===== src/rtl/gdfs_pkg.sv =====
// Package for the adjacency-matrix graph engine: sizes, codes, payload and
// control structs, sequencer state type. Depends on nothing.
package gdfs_pkg;

   localparam int MAX_VERTICES = 16;
   localparam int IDX_W        = $clog2(MAX_VERTICES);
   localparam int CNT_W        = IDX_W + 1;
   localparam int LABEL_W      = 8;
   localparam int VINDEX_W     = 4;
   localparam int EDGE_W       = 16;

   localparam logic [EDGE_W-1:0] EDGE_MAX = '1;

   typedef enum logic [1:0] {
      OP_ADD_VERTEX = 2'd0,
      OP_ADD_EDGE   = 2'd1,
      OP_WALK       = 2'd2,
      OP_NONE       = 2'd3
   } op_type;

   typedef enum logic [1:0] {
      STATUS_OK      = 2'd0,
      STATUS_FULL    = 2'd1,
      STATUS_MISSING = 2'd2
   } status_type;

   typedef struct packed {
      op_type               op;
      logic [LABEL_W-1:0]   label_a;
      logic [LABEL_W-1:0]   label_b;
   } req_type;

   typedef struct packed {
      status_type           status;
      logic [LABEL_W-1:0]   vertex_label;
      logic [VINDEX_W-1:0]  vertex_index;
      logic [EDGE_W-1:0]    edge_count;
      logic                 last;
   } rsp_type;

   typedef enum logic {
      SCAN_LABEL     = 1'b0,
      SCAN_NEIGHBOUR = 1'b1
   } scan_mode_type;

   typedef struct packed {
      logic                 en;
      scan_mode_type        mode;
      logic [LABEL_W-1:0]   key;
      logic [CNT_W-1:0]     limit;
   } scan_ctrl_type;

   typedef struct packed {
      logic                 done;
      logic                 found;
      logic [IDX_W-1:0]     idx;
   } scan_stat_type;

   typedef enum logic [3:0] {
      ST_IDLE,
      ST_ADDV,
      ST_FIND_A,
      ST_FIND_B,
      ST_SET_AB,
      ST_SET_BA,
      ST_FIND_S,
      ST_NSCAN,
      ST_PUSH,
      ST_REPLY
   } state_type;

endpackage


===== src/rtl/gdfs_scan.sv =====
// Shared scan unit: steps one table index a cycle and compares a label or
// tests a neighbour bit. Depends on gdfs_pkg.
module gdfs_scan (
   input  logic                          clock,
   input  logic                          reset,
   input  gdfs_pkg::scan_ctrl_type       ctrl,
   input  logic [gdfs_pkg::LABEL_W-1:0]  label_rd,
   input  logic [gdfs_pkg::MAX_VERTICES-1:0] row,
   input  logic [gdfs_pkg::MAX_VERTICES-1:0] visited,
   output gdfs_pkg::scan_stat_type       stat
);

   logic [gdfs_pkg::IDX_W-1:0] idx_ff, idx_in;
   logic                       at_end;
   logic                       hit;

   always_comb begin
      at_end = {1'b0, idx_ff} >= ctrl.limit;
      case (ctrl.mode)
         gdfs_pkg::SCAN_LABEL:     hit = (label_rd == ctrl.key);
         gdfs_pkg::SCAN_NEIGHBOUR: hit = row[idx_ff] & ~visited[idx_ff];
         default:                  hit = 1'b0;
      endcase
      stat.idx   = idx_ff;
      stat.found = ctrl.en & ~at_end & hit;
      stat.done  = ctrl.en & (at_end | hit |
                   (idx_ff == gdfs_pkg::IDX_W'(gdfs_pkg::MAX_VERTICES - 1)));
      // restart from index zero once a scan finishes or is idle
      idx_in = (ctrl.en && !stat.done) ? idx_ff + 1'b1 : '0;
   end

   always_ff @(posedge clock) begin
      if (reset) begin
         idx_ff <= '0;
      end else begin
         idx_ff <= idx_in;
      end
   end

endmodule


===== src/rtl/adjacency_matrix_graph_dfs_top.sv =====
// Top level of the undirected graph engine with depth-first traversal.
// Depends on gdfs_pkg and gdfs_scan.
//
// One request transaction is taken at a time; req_stall stays high until its
// last response transaction has been placed in the output register. Add
// vertex writes the label table unless it is full, then replies. Add edge
// scans the label table once per end, one entry a cycle, then sets both
// adjacency bits. A traversal looks up the start label the same way, then
// for every step rescans the current stack top's adjacency row from index
// zero, one bit a cycle; each vertex pushed passes a push state that waits
// for room in the output register, and every pop restarts the scan. Every
// lookup and scan uses the single shared scan unit. The final response of
// every request carries last high; the output register lets the next
// request be taken while that response waits.
module adjacency_matrix_graph_dfs_top (
   input  logic              clock,
   input  logic              reset,
   input  logic              req_valid,
   output logic              req_stall,
   input  gdfs_pkg::req_type req_data,
   output logic              rsp_valid,
   input  logic              rsp_stall,
   output gdfs_pkg::rsp_type rsp_data
);

   localparam int MV = gdfs_pkg::MAX_VERTICES;
   localparam int IW = gdfs_pkg::IDX_W;
   localparam int CW = gdfs_pkg::CNT_W;
   localparam int LW = gdfs_pkg::LABEL_W;

   // sequencer and control state
   gdfs_pkg::state_type state_ff, state_in;
   logic [CW-1:0]       count_ff, count_in;
   logic [gdfs_pkg::EDGE_W-1:0] edges_ff, edges_in;
   logic [MV-1:0]       visited_ff, visited_in;
   logic [CW-1:0]       depth_ff, depth_in;
   logic [CW-1:0]       n_ff, n_in;
   logic [MV-1:0]       adj_ff [MV];
   logic [MV-1:0]       adj_in [MV];
   logic                rsp_valid_ff, rsp_valid_in;

   // payload held for the transaction in flight
   logic [LW-1:0]       la_ff, la_in;
   logic [LW-1:0]       lb_ff, lb_in;
   logic [IW-1:0]       ia_ff, ia_in;
   logic [IW-1:0]       ib_ff, ib_in;
   logic [IW-1:0]       w_ff, w_in;
   logic [LW-1:0]       wl_ff, wl_in;
   gdfs_pkg::rsp_type   hold_ff, hold_in;
   gdfs_pkg::rsp_type   rsp_data_ff, rsp_data_in;

   // label table and walk stack
   logic [LW-1:0]       labels_ff [MV];
   logic [IW-1:0]       stack_ff [MV];
   logic                lbl_we;
   logic [IW-1:0]       lbl_addr;
   logic                stk_we;
   logic [IW-1:0]       stk_addr;
   logic [IW-1:0]       stk_wdata;

   gdfs_pkg::scan_ctrl_type scan_ctrl;
   gdfs_pkg::scan_stat_type scan_stat;
   logic [LW-1:0]       label_rd;
   logic [CW-1:0]       depth_m1;
   logic [IW-1:0]       top_idx;
   logic                rsp_free;
   logic                push_ok;
   logic                rsp_load;
   logic                rsp_last;

   assign req_stall = (state_ff != gdfs_pkg::ST_IDLE);
   assign rsp_valid = rsp_valid_ff;
   assign rsp_data  = rsp_data_ff;

   // output register can take a result when empty or being emptied
   assign rsp_free = !rsp_valid_ff || !rsp_stall;
   assign depth_m1 = depth_ff - 1'b1;
   // vertex index held at the top of the walk stack
   assign top_idx  = stack_ff[depth_m1[IW-1:0]];
   assign label_rd = labels_ff[scan_stat.idx];
   assign push_ok  = scan_stat.found && (depth_ff < CW'(MV)) && (n_ff < CW'(MV));

   always_comb begin
      scan_ctrl.en    = (state_ff == gdfs_pkg::ST_FIND_A) ||
                        (state_ff == gdfs_pkg::ST_FIND_B) ||
                        (state_ff == gdfs_pkg::ST_FIND_S) ||
                        (state_ff == gdfs_pkg::ST_NSCAN);
      scan_ctrl.mode  = (state_ff == gdfs_pkg::ST_NSCAN) ?
                        gdfs_pkg::SCAN_NEIGHBOUR : gdfs_pkg::SCAN_LABEL;
      scan_ctrl.key   = (state_ff == gdfs_pkg::ST_FIND_B) ? lb_ff : la_ff;
      scan_ctrl.limit = count_ff;
   end

   gdfs_scan u_scan (
      .clock    (clock),
      .reset    (reset),
      .ctrl     (scan_ctrl),
      .label_rd (label_rd),
      .row      (adj_ff[top_idx]),
      .visited  (visited_ff),
      .stat     (scan_stat)
   );

   // next state
   always_comb begin
      state_in = state_ff;
      unique case (state_ff)
         gdfs_pkg::ST_IDLE: begin
            if (req_valid) begin
               unique case (req_data.op)
                  gdfs_pkg::OP_ADD_VERTEX: state_in = gdfs_pkg::ST_ADDV;
                  gdfs_pkg::OP_ADD_EDGE:   state_in = gdfs_pkg::ST_FIND_A;
                  gdfs_pkg::OP_WALK:       state_in = gdfs_pkg::ST_FIND_S;
                  gdfs_pkg::OP_NONE:       state_in = gdfs_pkg::ST_IDLE;
                  default:                 state_in = gdfs_pkg::ST_IDLE;
               endcase
            end
         end
         gdfs_pkg::ST_ADDV: state_in = gdfs_pkg::ST_REPLY;
         gdfs_pkg::ST_FIND_A: begin
            if (scan_stat.done) begin
               state_in = scan_stat.found ? gdfs_pkg::ST_FIND_B : gdfs_pkg::ST_REPLY;
            end
         end
         gdfs_pkg::ST_FIND_B: begin
            if (scan_stat.done) begin
               state_in = scan_stat.found ? gdfs_pkg::ST_SET_AB : gdfs_pkg::ST_REPLY;
            end
         end
         gdfs_pkg::ST_SET_AB: state_in = gdfs_pkg::ST_SET_BA;
         gdfs_pkg::ST_SET_BA: state_in = gdfs_pkg::ST_REPLY;
         gdfs_pkg::ST_FIND_S: begin
            if (scan_stat.done) begin
               state_in = scan_stat.found ? gdfs_pkg::ST_NSCAN : gdfs_pkg::ST_REPLY;
            end
         end
         gdfs_pkg::ST_NSCAN: begin
            if (scan_stat.done) begin
               if (push_ok) begin
                  state_in = gdfs_pkg::ST_PUSH;
               end else if (depth_ff == CW'(1)) begin
                  state_in = gdfs_pkg::ST_REPLY;
               end
            end
         end
         gdfs_pkg::ST_PUSH: begin
            if (rsp_free) state_in = gdfs_pkg::ST_NSCAN;
         end
         gdfs_pkg::ST_REPLY: begin
            if (rsp_free) state_in = gdfs_pkg::ST_IDLE;
         end
         default: state_in = gdfs_pkg::ST_IDLE;
      endcase
   end

   // datapath and outputs
   always_comb begin
      count_in   = count_ff;
      edges_in   = edges_ff;
      visited_in = visited_ff;
      depth_in   = depth_ff;
      n_in       = n_ff;
      adj_in     = adj_ff;
      la_in      = la_ff;
      lb_in      = lb_ff;
      ia_in      = ia_ff;
      ib_in      = ib_ff;
      w_in       = w_ff;
      wl_in      = wl_ff;
      hold_in    = hold_ff;
      lbl_we     = 1'b0;
      lbl_addr   = count_ff[IW-1:0];
      stk_we     = 1'b0;
      stk_addr   = depth_ff[IW-1:0];
      stk_wdata  = w_ff;
      rsp_load   = 1'b0;
      rsp_last   = 1'b0;

      unique case (state_ff)
         gdfs_pkg::ST_IDLE: begin
            if (req_valid) begin
               la_in = req_data.label_a;
               lb_in = req_data.label_b;
               // fresh traversal: drop marks and stack
               if (req_data.op == gdfs_pkg::OP_WALK) begin
                  visited_in = '0;
                  depth_in   = '0;
               end
            end
         end
         gdfs_pkg::ST_ADDV: begin
            hold_in.vertex_label = '0;
            if (count_ff >= CW'(MV)) begin
               hold_in.status       = gdfs_pkg::STATUS_FULL;
               hold_in.vertex_index = '0;
            end else begin
               lbl_we               = 1'b1;
               hold_in.status       = gdfs_pkg::STATUS_OK;
               hold_in.vertex_index = gdfs_pkg::VINDEX_W'(count_ff[IW-1:0]);
               count_in             = count_ff + 1'b1;
            end
         end
         gdfs_pkg::ST_FIND_A, gdfs_pkg::ST_FIND_B: begin
            if (scan_stat.done) begin
               if (scan_stat.found) begin
                  if (state_ff == gdfs_pkg::ST_FIND_A) ia_in = scan_stat.idx;
                  else                                 ib_in = scan_stat.idx;
               end else begin
                  hold_in.status       = gdfs_pkg::STATUS_MISSING;
                  hold_in.vertex_label = '0;
                  hold_in.vertex_index = '0;
               end
            end
         end
         gdfs_pkg::ST_SET_AB: begin
            adj_in[ia_ff][ib_ff] = 1'b1;
         end
         gdfs_pkg::ST_SET_BA: begin
            adj_in[ib_ff][ia_ff] = 1'b1;
            if (edges_ff != gdfs_pkg::EDGE_MAX) edges_in = edges_ff + 1'b1;
            hold_in.status       = gdfs_pkg::STATUS_OK;
            hold_in.vertex_label = '0;
            hold_in.vertex_index = '0;
         end
         gdfs_pkg::ST_FIND_S: begin
            if (scan_stat.done) begin
               if (scan_stat.found) begin
                  visited_in[scan_stat.idx] = 1'b1;
                  stk_we               = 1'b1;
                  stk_addr             = '0;
                  stk_wdata            = scan_stat.idx;
                  depth_in             = CW'(1);
                  n_in                 = CW'(1);
                  hold_in.status       = gdfs_pkg::STATUS_OK;
                  hold_in.vertex_label = label_rd;
                  hold_in.vertex_index = gdfs_pkg::VINDEX_W'(scan_stat.idx);
               end else begin
                  hold_in.status       = gdfs_pkg::STATUS_MISSING;
                  hold_in.vertex_label = '0;
                  hold_in.vertex_index = '0;
               end
            end
         end
         gdfs_pkg::ST_NSCAN: begin
            if (scan_stat.done) begin
               if (push_ok) begin
                  w_in  = scan_stat.idx;
                  wl_in = label_rd;
               end else begin
                  depth_in = depth_m1;
               end
            end
         end
         gdfs_pkg::ST_PUSH: begin
            // release the held vertex, then hold the new one until the walk
            // shows whether it is the final one
            if (rsp_free) begin
               rsp_load             = 1'b1;
               visited_in[w_ff]     = 1'b1;
               stk_we               = 1'b1;
               depth_in             = depth_ff + 1'b1;
               n_in                 = n_ff + 1'b1;
               hold_in.status       = gdfs_pkg::STATUS_OK;
               hold_in.vertex_label = wl_ff;
               hold_in.vertex_index = gdfs_pkg::VINDEX_W'(w_ff);
            end
         end
         gdfs_pkg::ST_REPLY: begin
            if (rsp_free) begin
               rsp_load = 1'b1;
               rsp_last = 1'b1;
            end
         end
         default: begin
         end
      endcase

      hold_in.edge_count = edges_ff;
      hold_in.last       = 1'b0;

      rsp_data_in = rsp_data_ff;
      if (rsp_load) begin
         rsp_data_in            = hold_ff;
         rsp_data_in.edge_count = edges_ff;
         rsp_data_in.last       = rsp_last;
      end
      rsp_valid_in = rsp_load | (rsp_valid_ff & rsp_stall);
   end

   always_ff @(posedge clock) begin
      if (reset) begin
         state_ff     <= gdfs_pkg::ST_IDLE;
         count_ff     <= '0;
         edges_ff     <= '0;
         visited_ff   <= '0;
         depth_ff     <= '0;
         n_ff         <= '0;
         rsp_valid_ff <= 1'b0;
         for (int r = 0; r < MV; r++) begin
            adj_ff[r] <= '0;
         end
      end else begin
         state_ff     <= state_in;
         count_ff     <= count_in;
         edges_ff     <= edges_in;
         visited_ff   <= visited_in;
         depth_ff     <= depth_in;
         n_ff         <= n_in;
         rsp_valid_ff <= rsp_valid_in;
         adj_ff       <= adj_in;
      end
   end

   always_ff @(posedge clock) begin
      la_ff       <= la_in;
      lb_ff       <= lb_in;
      ia_ff       <= ia_in;
      ib_ff       <= ib_in;
      w_ff        <= w_in;
      wl_ff       <= wl_in;
      hold_ff     <= hold_in;
      rsp_data_ff <= rsp_data_in;
      if (lbl_we) labels_ff[lbl_addr] <= la_ff;
      if (stk_we) stack_ff[stk_addr] <= stk_wdata;
   end

   // stack never grows beyond the table
   a_depth_bound: assert property (@(posedge clock) disable iff (reset)
      depth_ff <= CW'(MV))
      else $error("walk stack depth beyond table size");

   // vertex table fill never overruns
   a_count_bound: assert property (@(posedge clock) disable iff (reset)
      count_ff <= CW'(MV))
      else $error("vertex count beyond table size");

   // the vertex whose row is scanned has always been marked visited
   a_top_visited: assert property (@(posedge clock) disable iff (reset)
      (state_ff == gdfs_pkg::ST_NSCAN) |-> (depth_ff != '0) && visited_ff[top_idx])
      else $error("neighbour scan on empty stack or unvisited top");

   // a completed edge always leaves a non-zero count
   a_edge_counted: assert property (@(posedge clock) disable iff (reset)
      (state_ff == gdfs_pkg::ST_SET_BA) |=> (edges_ff != '0))
      else $error("edge added without counting");

endmodule


===== config.mk =====
export PLATFORM = sky130hd
export DESIGN_NAME = adjacency_matrix_graph_dfs_top
export DESIGN_NICKNAME = d
export VERILOG_FILES = /design/src/rtl/gdfs_pkg.sv /design/src/rtl/gdfs_scan.sv /design/src/rtl/adjacency_matrix_graph_dfs_top.sv
export SDC_FILE = /design/constraint.sdc
export NUM_CORES = 1
export LEC_CHECK = 0
export ABC_AREA = 1
export ABC_CLOCK_PERIOD_IN_PS = 13210
export BUFFER_PORTS_ARGS = -buffer_cell sky130_fd_sc_hd__buf_2
export CAP_MARGIN = 20
export CORE_MARGIN = 4
export CORE_UTILIZATION = 55
export DETAILED_ROUTE_END_ITERATION = 8
export PLACE_DENSITY = 0.71
export SYNTH_ARGS = -nofsm -noshare
export SYNTH_HDL_FRONTEND = slang
export SYNTH_SLANG_ARGS = --single-unit

===== constraint.sdc =====
create_clock -name clock -period 13.21 [get_ports clock]
set_input_delay 0.6605 -clock clock [delete_from_list [all_inputs] [get_ports clock]]
set_output_delay 0.6605 -clock clock [all_outputs]
set_load 0.05 [all_outputs]

==> metrics.yaml <==
power:
  p_leak_nw: 12.8
  powerDensity_mw_per_mm2: 189
  ir_drop_mv: 0.202
worst_hold_path:
  hold-path-cell-count: 1
  min_path_type: "input pin to register"
global_routing:
  grt_pass1_wl_mm: 127
  track_usage_pct: 29.3
  antenna_found_initial: 0
  grt_pass1_vias: 23300
  grt_max_degree: 189
  grt-ovfl-total: 0
clock_tree:
  htree_levels: 2
  cts_tree: "done"
  cts_inserted_buffers: 59
  clk_latency_ps: 650
  cts_setup_buffers: 0
  clock-sinks: 585
  cts_hold_buf: 0
  cts.clk_slew.worst_paths_ps: 60
  post_cts_resized: 0
  clk_root_buffer_cell: "clkbuf_16"
  cts_max_path_buffers: 3
placed_design:
  numPortBuffers: 54
  gp_congestion: 0.918
  place_hpwl_mm: 50.2
  post-place-ws_ps: 6060
  placed_area_mm2: 0.0285
yosys:
  synth_cell_types: 51
  seq_area_frac_synth_pct: 51.7
  synth_cells: 3506
  synth_seq_cells: 585
  avgSynthCellArea_um2: 7.98
  synth_ff_type: "dfxtp_1"
  synth_area_mm2: 0.0280
  async_reset_ff_share_pct: 0
  syn-num-nets: 3548
  synth-warning-count: 0
  synth_edf_count: 273
sta:
  finClkSkew_ps: 17.2
  rsz0062_at_grt: "no"
  setup_slack_ps: 5830
  timing.final.crit_share_pct: 55.8
  slew-limit-headroom_pct: 18.7
  whs_ps: 185
  setup_viol: 0
  finalWorstPathRequiredPeriod_ps: 7380
  worst_pin_slew_ps: 1220
  fmax_mhz: 136
  slew_viol_final: 0
  final.setup.tns_ps: 0
  hold_violations: 0
routing:
  routedWlPerCell_um: 19.7
  drt-vias-per-instance: 5.96
  dr.pass1.iters: 6
  drt_iter0_markers: 3361
  vias: 24800
  routed_wl_mm: 81.9
  ant_nets: 0
  drcViolationCount: 0
floorplan:
  ioPinCount: 55
  fp.dieW_um: 233
  rows: 82
  die_y_um: 233
  core_mm2: 0.0502
  initial_utilization_pct: 55.7
  die_area_mm2: 0.0545
setup_path:
  max_stage_delay_ps: 910
  crit_arrival_ps: 7670
  path_delay_family: "simple AND/OR/NAND/NOR gates"
  ff2ff_setup_slack_ps: 5830
  endpoint: "stack_ff[12][1]"
  worstPathCellList: "inv_2 > ha_1 > inv_2 > nand3_1 > nand3_2 > nand3_2 > buf_4 > nand2_4 > buf_4 > nand2_1 > nand3_1 > nand3_1 > nand3_1 > nand3_1 > nand3_1 > a21oi_1 > nor2_2 > nand2_2 > nand2_2 > nand3_1 > clkinv_1 > o22ai_1"
  crit_cells: 22
  critPathLaunch: "depth_ff[0]"
  critical_path.most_common_cell: "nand3_1"
  cp-start-kind: "register"
  r2r_end: "stack_ff[12][1]"
  worst_ep_required_time_ps: 13510
  cp_max_fo: 102
  slowest_stage: "o22ai_1"
  timing.rr.start: "depth_ff[0]"
  end_kind: "register"
  critPathKind: "register to register"
  r2r_cells: 22
  crit_buf_inv: 5
final_layout:
  drive_above_1_share_pct: 7.14
  diodes: 0
  fin_area_mm2: 0.0305
  post-route-util_pct: 60.8
  syn2layout_area_growth_pct: 9.13
  finalNetCount: 3482
status:
  status: "finished clean"
flow_run:
  max_cap_violations: 0
==> Yosys cell counts, types with 3 or more instances <==
cell type  number  area (um^2)
inv_2           8         30.0
o22ai_1        36          225
nand2_1       669         2510
a31oi_1        43          269
buf_6          10          113
o21ai_1        19         95.1
nor3_1         30          150
nand3_2         5         50.1
clkbuf_1      155          582
and3_1          3         18.8
buf_2          29          145
nand3b_1        5         37.5
ha_1           20          250
o21ai_0       105          526
buf_1          18         67.6
nand3_1       371         1860
a21oi_1        69          345
o31ai_1       192         1440
xnor2_1         3         26.3
o221ai_1       32          280
o211ai_1       14          105
nand4_1        16          100
edfxtp_1      273         8200
dfxtp_1       312         6250
buf_4          10         75.1
nand2_2         9         56.3
inv_1         371         1390
a22oi_1         4         30.0
o21bai_1        3         22.5
nor2_1        634         2380
nor3b_1         4         30.0
xor2_1          5         43.8
a22o_1          5         43.8
mux2i_1         4         40.0
==> layout by cell type, fill, tap and decap left out, types with 4 or more instances in the layout <==
master	Yosys	routed
o31ai_1	192	192
nand3b_1	5	5
o211ai_1	14	14
a22o_1	5	5
inv_1	371	369
xor2_1	5	5
nand2_2	9	7
buf_2	29	54
a21oi_1	69	69
clkinv_1	2	8
inv_2	8	9
nand4_1	16	16
edfxtp_1	273	273
a22oi_1	4	4
bufinv_16	0	4
clkinv_2	0	12
nand3_1	371	371
a31oi_1	43	43
o21ai_0	105	105
nand2_4	1	4
clkbuf_8	0	10
nand3_2	5	5
dfxtp_1	312	310
nor2_2	1	26
ha_1	20	20
clkbuf_16	0	59
nor3_1	30	30
o22ai_1	36	36
nand2_1	669	668
mux2i_1	4	4
buf_4	10	37
o221ai_1	32	32
o21ai_1	19	19
clkbuf_1	155	13
nor2_1	634	608
nor3b_1	4	4
==> registers in the layout, indices dropped and copies added, names as in the netlist <==
| name | cells |
|---|---|
| adj_ff | 256 |
| labels_ff | 128 |
| stack_ff | 64 |
| rsp_data | 31 |
| edges_ff | 16 |
| visited_ff | 16 |
| hold_ff | 14 |
| la_ff | 8 |
| lb_ff | 8 |
| wl_ff | 8 |
| count_ff | 5 |
| depth_ff | 5 |
| n_ff | 5 |
| ia_ff | 4 |
| ib_ff | 4 |
| state_ff | 4 |
| u_scan.idx_ff | 4 |
| w_ff | 4 |
| rsp_valid | 1 |
==> per-layer routing <==
layer  up-vias  routed length, um  GRT usage (%)
met5         -                  0              0
met4         0               3090           11.0
met3       224               7770           4.67
met2      1271              37300           46.1
met1     11700              33700           40.9
li1      11600                  -              -
==> where the power goes <==
| group | total (W) | internal (W) | switching [W] |
|---|---|---|---|
| Clock | 0.00170 | 0.000962 | 0.000738 |
| Sequential | 0.00211 | 0.00204 | 0.0000698 |
| Combinational | 0.00195 | 0.000474 | 0.00148 |
==> kinds of logic after synthesis <==
| group | Yosys count | synth area share (%) |
|---|---|---|
| fa+ha+maj | 20 | 0.895 |
| xor+xnor | 8 | 0.251 |
| buf+inv | 604 | 8.65 |
| flops | 585 | 51.7 |
| mux | 4 | 0.143 |
| compound gates | 534 | 12.5 |
| simple gates | 1751 | 25.9 |
==> worst reg2reg max path, stage by stage (launching register included) <==
cell and delay, ps:
dfxtp_1 320, inv_2 430, ha_1 630, inv_2 300, nand3_1 180, nand3_2 90, nand3_2 60, buf_4 510
nand2_4 560, buf_4 600, nand2_1 230, nand3_1 90, nand3_1 160, nand3_1 100, nand3_1 90, nand3_1 90
a21oi_1 330, nor2_2 80, nand2_2 160, nand2_2 100, nand3_1 500, clkinv_1 470, o22ai_1 910
==> layout make-up <==
class,instances,area [um^2]
Fill cell,4283,19700
Sequential cell,585,14400
Multi-Input combinational cell,2317,11200
Clock buffer,82,1660
Inverter,382,1450
Tap cell,672,841
Timing Repair Buffer,95,626
Clock inverter,28,304
==> how the worst min path moves through the flow <==
stage | start | to | slack [ps]
finish | req_data[14] | la_ff[6] | 180
global route | req_data[10] | la_ff[2] | 150
CTS | req_data[14] | la_ff[6] | 160
detailed placement | hold_ff[17] | rsp_data[17] | 410
global placement | hold_ff[18] | rsp_data[18] | 400
floorplan | hold_ff[17] | rsp_data[17] | 400
==> metrics by stage <==
stage | instances | total power [W]
2_1_floorplan | 3506 | 0.00361
3_3_place_gp | 4047 | 0.00401
3_5_place_dp | 4049 | 0.00405
4_1_cts | 4159 | 0.00574
5_1_grt | 4161 | 0.00601
6_report | 4161 | 0.00577
Note: power is estimated with default switching activity, not from simulation.
